File: config.mk
export PLATFORM = sky130hd
export DESIGN_NAME = buddy_page_allocator
export DESIGN_NICKNAME = d
export VERILOG_FILES = /design/src/design/bpa_pkg.sv /design/src/design/buddy_page_allocator.sv
export SDC_FILE = /design/constraint.sdc
export NUM_CORES = 2
export LEC_CHECK = 0
export ABC_AREA = 1
export CAP_MARGIN = 20
export CORE_MARGIN = 3
export CORE_UTILIZATION = 35
export DETAILED_ROUTE_END_ITERATION = 10
export DONT_BUFFER_PORTS = 1
export PLACE_DENSITY_LB_ADDON = 0.05
export SLEW_MARGIN = 20
export SYNTH_ARGS = -nofsm -noshare
export SYNTH_HDL_FRONTEND = slang
export SYNTH_SLANG_ARGS = --single-unit
File: constraint.sdc
create_clock -name clk_i -period 56 [get_ports clk_i]
set_input_delay 2.8 -clock clk_i [delete_from_list [all_inputs] [get_ports clk_i]]
set_output_delay 2.8 -clock clk_i [all_outputs]
set_load 0.05 [all_outputs]
File: src/design/bpa_pkg.sv
// Package for the buddy page allocator: default sizes, status codes, opcodes.
// No dependencies.
package bpa_pkg;
  localparam int unsigned PageBitsDef = 12;
  localparam int unsigned MemBitsDef  = 20;

  typedef enum logic [1:0] {
    StOk      = 2'd0,
    StBadSize = 2'd1,
    StNoMem   = 2'd2,
    StBadFree = 2'd3
  } status_e;

  localparam logic OpAlloc = 1'b0;
  localparam logic OpFree  = 1'b1;
endpackage

File: src/design/buddy_page_allocator.sv
// Top level of the buddy page allocator: sequencer plus free map and order store.
// Depends on bpa_pkg.
//
//  channel | direction | beat marker       | payload
//  request | in        | start_i & !busy_o | opcode_i, request_bytes_i, free_page_i
//  result  | out       | done_o            | status_o, granted_page_o, granted_order_o
//
// An allocate scans the free map from the needed order upward, lowest node first,
// reading and then testing each node, then splits one level per cycle. A bad size
// goes straight to the result. A free looks up the order (read, then check), reads
// and tests the buddy at each merge level in turn, then marks the merged block free.
// After reset a clearing pass sets up both memories; busy_o stays high meanwhile.
// The receiver cannot stall; done_o lasts one cycle.
module buddy_page_allocator
  import bpa_pkg::*;
#(
  parameter int unsigned PAGE_BITS = PageBitsDef,
  parameter int unsigned MEM_BITS  = MemBitsDef
) (
  input  logic        clk_i,
  input  logic        rst_ni,
  input  logic        start_i,
  output logic        busy_o,
  input  logic        opcode_i,
  input  logic [20:0] request_bytes_i,
  input  logic [7:0]  free_page_i,
  output logic        done_o,
  output logic [1:0]  status_o,
  output logic [7:0]  granted_page_o,
  output logic [3:0]  granted_order_o
);
  localparam int unsigned Top   = MEM_BITS - PAGE_BITS;
  localparam int unsigned NPg   = 1 << Top;
  localparam int unsigned NNd   = 2 * NPg;
  localparam int unsigned NdW   = Top + 1;
  localparam int unsigned KW    = $clog2(Top + 2);
  localparam logic [4:0]  NotAl = (Top < 15) ? 5'd15 : 5'd31;

  typedef enum logic [10:0] {
    SClr   = 11'b00000000001,
    SIdle  = 11'b00000000010,
    SSrchR = 11'b00000000100,
    SSrchC = 11'b00000001000,
    SSplit = 11'b00000010000,
    SOrdR  = 11'b00000100000,
    SOrdC  = 11'b00001000000,
    SBudR  = 11'b00010000000,
    SBudC  = 11'b00100000000,
    SMark  = 11'b01000000000,
    SDone  = 11'b10000000000
  } state_e;

  state_e state_q, state_d;

  // memories
  logic        fm_mem [NNd];
  logic [4:0]  bo_mem [NPg];
  logic          fm_we, fm_wd, fm_rd_q;
  logic [NdW-1:0] fm_wa, fm_ra;
  logic          bo_we;
  logic [4:0]    bo_wd, bo_rd_q;
  logic [Top-1:0] bo_wa, bo_ra;

  always_ff @(posedge clk_i) begin
    if (fm_we) fm_mem[fm_wa] <= fm_wd;
    fm_rd_q <= fm_mem[fm_ra];
    if (bo_we) bo_mem[bo_wa] <= bo_wd;
    bo_rd_q <= bo_mem[bo_ra];
  end

  logic [NdW:0]   clr_q, clr_d;
  logic [KW-1:0]  k_q, k_d, need_q, need_d, orig_q, orig_d;
  logic [Top:0]   idx_q, idx_d;   // index within level / page
  logic [Top-1:0] page_q, page_d;
  logic           op_q, op_d;
  logic [1:0]     st_q, st_d;

  function automatic logic [NdW-1:0] node_of(logic [Top-1:0] pg, logic [KW-1:0] k);
    logic [NdW-1:0] base;
    base = NdW'((1 << (Top - k)) - 1);
    return base + NdW'(pg >> k);
  endfunction

  function automatic logic [NdW-1:0] node_lvl(logic [Top:0] i, logic [KW-1:0] k);
    return NdW'((1 << (Top - k)) - 1) + NdW'(i);
  endfunction

  // needed order from byte count
  logic [KW-1:0] need_c;
  logic          bad_sz;
  always_comb begin
    need_c = '0;
    for (int n = Top; n >= 1; n--)
      if ((64'(1) << (PAGE_BITS + n - 1)) < 64'(request_bytes_i)) begin
        if (need_c == '0) need_c = KW'(n);
      end
    bad_sz = (request_bytes_i == '0) || (64'(request_bytes_i) > (64'(1) << MEM_BITS));
  end

  logic [Top-1:0] buddy;
  assign buddy = page_q ^ Top'(1 << k_q);

  always_comb begin
    state_d = state_q; clr_d = clr_q; k_d = k_q; need_d = need_q; orig_d = orig_q;
    idx_d = idx_q; page_d = page_q; op_d = op_q; st_d = st_q;
    fm_we = 1'b0; fm_wa = '0; fm_wd = 1'b0; fm_ra = '0;
    bo_we = 1'b0; bo_wa = '0; bo_wd = NotAl; bo_ra = page_q;
    unique case (state_q)
      SClr: begin
        fm_we = 1'b1; fm_wa = clr_q[NdW-1:0]; fm_wd = (clr_q == '0);
        bo_we = 1'b1; bo_wa = clr_q[Top-1:0]; bo_wd = NotAl;
        clr_d = clr_q + 1'b1;
        if (clr_q == (NdW+1)'(NNd - 1)) state_d = SIdle;
      end
      SIdle: begin
        if (start_i) begin
          op_d = opcode_i;
          if (opcode_i == OpAlloc) begin
            need_d = need_c; k_d = need_c; idx_d = '0; page_d = '0; orig_d = '0;
            if (bad_sz) begin st_d = StBadSize; state_d = SDone; end
            else state_d = SSrchR;
          end else begin
            page_d = free_page_i[Top-1:0]; orig_d = '0;
            if (32'(free_page_i) >= NPg) begin st_d = StBadFree; page_d = '0;
              state_d = SDone; end
            else state_d = SOrdR;
          end
        end
      end
      SSrchR: begin
        fm_ra = node_lvl(idx_q, k_q);
        state_d = SSrchC;
      end
      SSrchC: begin
        if (fm_rd_q) begin
          page_d = Top'(idx_q << k_q);
          fm_we = 1'b1; fm_wa = node_lvl(idx_q, k_q); fm_wd = 1'b0;
          state_d = SSplit;
        end else if (32'(idx_q) + 1 < (1 << (Top - k_q))) begin
          idx_d = idx_q + 1'b1; state_d = SSrchR;
        end else if (k_q < KW'(Top)) begin
          k_d = k_q + 1'b1; idx_d = '0; state_d = SSrchR;
        end else begin
          st_d = StNoMem; page_d = '0; need_d = '0; state_d = SDone;
        end
      end
      SSplit: begin
        if (k_q > need_q) begin
          fm_we = 1'b1; fm_wd = 1'b1;
          fm_wa = node_of(page_q + Top'(1 << (k_q - 1'b1)), k_q - 1'b1);
          k_d = k_q - 1'b1;
        end else begin
          bo_we = 1'b1; bo_wa = page_q; bo_wd = 5'(need_q);
          st_d = StOk; orig_d = need_q; state_d = SDone;
        end
      end
      SOrdR: begin
        bo_ra = page_q; state_d = SOrdC;
      end
      SOrdC: begin
        if (bo_rd_q == NotAl || 32'(bo_rd_q) > Top) begin
          st_d = StBadFree; page_d = '0; state_d = SDone;
        end else begin
          k_d = KW'(bo_rd_q); orig_d = KW'(bo_rd_q);
          bo_we = 1'b1; bo_wa = page_q; bo_wd = NotAl;
          state_d = SBudR;
        end
      end
      SBudR: begin
        if (k_q < KW'(Top)) begin
          fm_ra = node_of(buddy, k_q); state_d = SBudC;
        end else state_d = SMark;
      end
      SBudC: begin
        if (fm_rd_q) begin
          fm_we = 1'b1; fm_wa = node_of(buddy, k_q); fm_wd = 1'b0;
          page_d = page_q & ~Top'(1 << k_q); k_d = k_q + 1'b1; state_d = SBudR;
        end else state_d = SMark;
      end
      SMark: begin
        fm_we = 1'b1; fm_wa = node_of(page_q, k_q); fm_wd = 1'b1;
        st_d = StOk; page_d = '0; state_d = SDone;
      end
      SDone: state_d = SIdle;
      default: state_d = SIdle;
    endcase
  end

  always_ff @(posedge clk_i or negedge rst_ni) begin
    if (!rst_ni) begin
      state_q <= SClr; clr_q <= '0; op_q <= 1'b0; st_q <= '0;
    end else begin
      state_q <= state_d; clr_q <= clr_d; op_q <= op_d; st_q <= st_d;
    end
  end

  always_ff @(posedge clk_i) begin
    k_q <= k_d; need_q <= need_d; orig_q <= orig_d; idx_q <= idx_d; page_q <= page_d;
  end

  assign busy_o          = (state_q != SIdle);
  assign done_o          = (state_q == SDone);
  assign status_o        = st_q;
  assign granted_page_o  = (st_q == StOk && op_q == OpAlloc) ? 8'(page_q) : 8'd0;
  assign granted_order_o = (st_q == StOk) ? 4'(orig_q) : 4'd0;

  a_done_one: assert property (@(posedge clk_i) disable iff (!rst_ni)
    done_o |=> !done_o) else $error("done longer than one cycle");
  a_err_zero: assert property (@(posedge clk_i) disable iff (!rst_ni)
    (done_o && status_o != StOk) |-> (granted_page_o == 8'd0 && granted_order_o == 4'd0))
    else $error("error result with payload");
  a_free_page: assert property (@(posedge clk_i) disable iff (!rst_ni)
    (done_o && op_q == OpFree) |-> granted_page_o == 8'd0) else $error("free gave page");
endmodule

==> impl_metrics.env <==
export IMPL_fmax_ghz=0.115
export IMPL_async_reset_ff_share_pct=1.51
export IMPL_grt_max_degree=238
export IMPL_globalRouteOverflowTotal=0
export IMPL_final_max_slew_viol_count=0
export IMPL_p_seq_share_pct=36.2
export IMPL_cts_buffers_inserted=184
export IMPL_finalSetupViolCount=0
export IMPL_power_total_mw=3.65
export IMPL_syn_avg_cell_area_um2=10.5
export IMPL_vias=51080
export IMPL_routed_wl_um=238000
export IMPL_p_clk_share_pct=32.3
export IMPL_slew_limit_headroom_pct=2.36
export IMPL_vias_per_cell=5.24
export IMPL_io_buffers=0
export IMPL_p_sw_share_pct=37.0
export IMPL_place_gp_congestion=0.834
export IMPL_comb_power_share_pct=31.5
export IMPL_rows=167
export IMPL_cts_sink_count=1594
export IMPL_cts_tree="yes"
export IMPL_start_util_pct=35.2
export IMPL_power_density_mw_per_mm2=44.8
export IMPL_path_clk_slew_ns=0.06
export IMPL_cts_buffer_depth=3
export IMPL_htreeDepth=4
export IMPL_io_pin_count=49
export IMPL_stdcell_area_mm2=0.0815
export IMPL_path_class="flop to flop"
export IMPL_syn_to_final_growth_pct=11.4
export IMPL_cp_end_kind="flop"
export IMPL_crit_required_ns=56.52
export IMPL_synth_compound_area_share_pct=10.1
export IMPL_cts_root_buf="clkbuf_16"
export IMPL_synthSimpleGateAreaFrac_pct=17.9
export IMPL_post_cts_setup_buffers=0
export IMPL_synth_edff_count=1565
export IMPL_worstHoldPathCells=1
export IMPL_internal_power_mw=2.30
export IMPL_clkLatencyLatePin_ns=0.84
export IMPL_antenna_found_initial=5
export IMPL_place_area_mm2=0.0756
export IMPL_drt_antenna_violating_nets=0
export IMPL_synth_area_mm2=0.0731
export IMPL_die_height_um=463
export IMPL_synth_seq_cells=1594
export IMPL_maxCapViolCount=0
export IMPL_routedWlPerCell_um=24.4
export IMPL_use_met2_pct=36.7
export IMPL_grt_most_used_layer="met2"
export IMPL_switchingPower_mw=1.35
export IMPL_synthMuxAreaShare_pct=0.0548
export IMPL_rr_worst_depth=33
export IMPL_place_ws_ns=47.36
export IMPL_ir_drop_mv=0.0364
export IMPL_cp_num_buf_inv=5
export IMPL_route_detailed_drc=0
export IMPL_finalCritPeriodShare_pct=15.5
export IMPL_met1_usage_pct=29.9
export IMPL_worst_path_stages=33
export IMPL_hpwlAfterDp_um=134000
export IMPL_crit_slowest_cell="edfxtp_1"
export IMPL_cpPeakStageDelay_ns=0.87
export IMPL_worstPathArrival_ns=9.22
export IMPL_core_area_mm2=0.207
export IMPL_tightest_slew_ns=1.46
export IMPL_hold_path_class="flop to flop"
export IMPL_drive_gt1_share_pct=8.64
export IMPL_critPathTopFamily="simple AND/OR/NAND/NOR gates"
export IMPL_layout_min_cycle_time_ns=8.70
export IMPL_hold_viol_final=0
export IMPL_synth_ff_type="edfxtp_1"
export IMPL_ys_warn_count=0
export IMPL_layout_nets=6917
export IMPL_die_width_um=463
export IMPL_finalWorstSetupSlack_ns=47.30
export IMPL_grt_pass1_wl_um=351000
export IMPL_synthCells=6978
export IMPL_globalRouteTotalUtil_pct=21.8
export IMPL_hold_buffers=0
export IMPL_die_area_mm2=0.214
export IMPL_status="completed"
export IMPL_crit_fanout=23
export IMPL_drt_iter0_drc=3663
export IMPL_synth_fa_ha_area_share_pct=1.56
export IMPL_rsz0062_at_grt="false"
export IMPL_synth_xor_area_share_pct=0.493
export IMPL_fin_util_pct=39.3
export IMPL_yosysUniqueCellTypes=68
export IMPL_fin_skew_ns=0.0317
export IMPL_p_leak_nw=30.2
export IMPL_tns_ns=0
export IMPL_synth_top_family_by_area="simple AND/OR/NAND/NOR gates"
export IMPL_first_global_vias=50532
export IMPL_seq_area_frac_synth_pct=65.2
export IMPL_ctsResizeCount=0
export IMPL_yosysTopAreaCellShare_pct=64.3
export IMPL_syn_num_nets=7099
export IMPL_synth_top_cell_by_area="edfxtp_1"
export IMPL_cp_start_kind="flop"
export IMPL_yosys_top_cells_area="edfxtp_1 64%, nor2_1 7.8%, o21ai_0 5.9%"
export IMPL_grt_use_met3_pct=2.59
export IMPL_dr_pass1_iters=7
[sequential cells by signal, summed over array words and instances, names as in the netlist]
register	flops
k_q	4
op_q	1
idx_q	9
orig_q	4
bo_mem	1024
fm_rd_q	1
state_q	11
need_q	4
clr_q	10
fm_mem	512
status_o	2
bo_ra	8
bo_rd_q	4
[synthesized netlist by cell type, types with 7 or more instances]
cell / n
a21oi_1: 50
or2_2: 8
ha_1: 83
nor3_1: 26
nand4_2: 11
buf_2: 76
nor2_2: 115
dfrtp_1: 23
buf_4: 15
xor2_1: 29
nor2_1: 1519
o311ai_0: 7
nand4_4: 20
o211ai_1: 9
o2111ai_1: 8
xnor2_1: 9
nand4_1: 7
buf_1: 39
buf_6: 11
nand2_1: 988
o22ai_1: 321
o32ai_1: 18
inv_2: 21
nand2_2: 8
clkbuf_1: 326
o21bai_1: 10
inv_1: 348
o221ai_1: 13
nand3_1: 348
o21ai_0: 857
edfxtp_1: 1565
[cell families (layout without fill, tap and decap cells)]
logic type / Yosys count / after routing
buffers and inverters: 842 / 816
multiplexers: 4 / 4
AND/OR/NAND/NOR: 3084 / 3084
flip-flops: 1594 / 1594
adder cells (fa/ha/maj): 88 / 88
other: 0 / 4
XOR/XNOR: 39 / 39
AO/OA/AOI/OAI: 1327 / 1327
[final timing paths]
path | slack [ns] | from | end
max | 47.30 | k_q[1] | fm_mem[442]
min | 0.52 | clr_q[2] | clr_q[2]
max reg2reg | 47.30 | k_q[1] | fm_mem[442]
min reg2reg | 0.52 | clr_q[2] | clr_q[2]
max in group asynchronous | 54.17 | rst_ni | state_q[0]
min in group asynchronous | 1.65 | rst_ni | state_q[8]
[layout by cell type (no fill, tap or decap), types with 8 or more instances in the layout]
| cell type | synthesis | final |
|---|---|---|
| a21oi_1 | 50 | 49 |
| buf_12 | 1 | 9 |
| buf_4 | 15 | 92 |
| bufinv_16 | 0 | 11 |
| clkbuf_1 | 326 | 48 |
| clkbuf_16 | 0 | 184 |
| clkinv_1 | 4 | 50 |
| clkinv_2 | 0 | 28 |
| dfrtp_1 | 23 | 23 |
| edfxtp_1 | 1565 | 1565 |
| ha_1 | 83 | 83 |
| inv_1 | 348 | 344 |
| inv_2 | 21 | 22 |
| nand2_1 | 988 | 959 |
| nand2_2 | 8 | 32 |
| nand2_4 | 4 | 9 |
| nand3_1 | 348 | 346 |
| nand4_2 | 11 | 11 |
| nand4_4 | 20 | 20 |
| nor2_1 | 1519 | 1518 |
| nor2_2 | 115 | 114 |
| nor3_1 | 26 | 26 |
| o2111ai_1 | 8 | 8 |
| o211ai_1 | 9 | 9 |
| o21ai_0 | 857 | 857 |
| o21bai_1 | 10 | 9 |
| o221ai_1 | 13 | 13 |
| o22ai_1 | 321 | 321 |
| o32ai_1 | 18 | 18 |
| or2_2 | 8 | 8 |
| xnor2_1 | 9 | 9 |
| xor2_1 | 29 | 29 |
[worst reg2reg max path, delay by kind of cell, from the launching register on]
family | cells | cell delay [ns]
AO/OA/AOI/OAI | 7 | 1.30
XOR/XNOR | 1 | 0.12
adder cells (fa/ha/maj) | 4 | 1.19
buffers and inverters | 5 | 1.46
flip-flops | 1 | 0.87
multiplexers | 1 | 0.14
AND/OR/NAND/NOR | 15 | 3.27
[power groups by stage]
stage	logic (mW)	registers, mW	clock network [mW]
3_5_place_dp	1.15	1.34	0
2_1_floorplan	0.751	1.34	0
5_1_grt	1.26	1.32	1.25
3_3_place_gp	1.16	1.35	0
6_report	1.15	1.32	1.18
4_1_cts	1.16	1.32	1.20
[metrics by stage]
step,hold WS (ns),instances
6_report,0.517,9744
5_1_grt,0.543,9742
4_1_cts,0.519,9740
3_5_place_dp,0.509,9398
3_3_place_gp,0.507,9398
2_1_floorplan,0.446,6978
[per-layer routing]
metal,vias up,part of all wire (%)
li1,23970,-
met3,273,4.0
met2,1145,48
met4,0,2.2
met1,25692,45
met5,-,0
[final cells by class]
class / count / area, µm²
multi-input cells: 4542 / 22200
flip-flops and latches: 1594 / 47700
well taps: 2788 / 3490
repair buffers: 101 / 871
fillers: 20443 / 126000
clock inverters: 106 / 985
diodes: 4 / 10.0
inverters: 373 / 1420
clock buffers: 236 / 4840
Power figures use the tool's default switching activity.
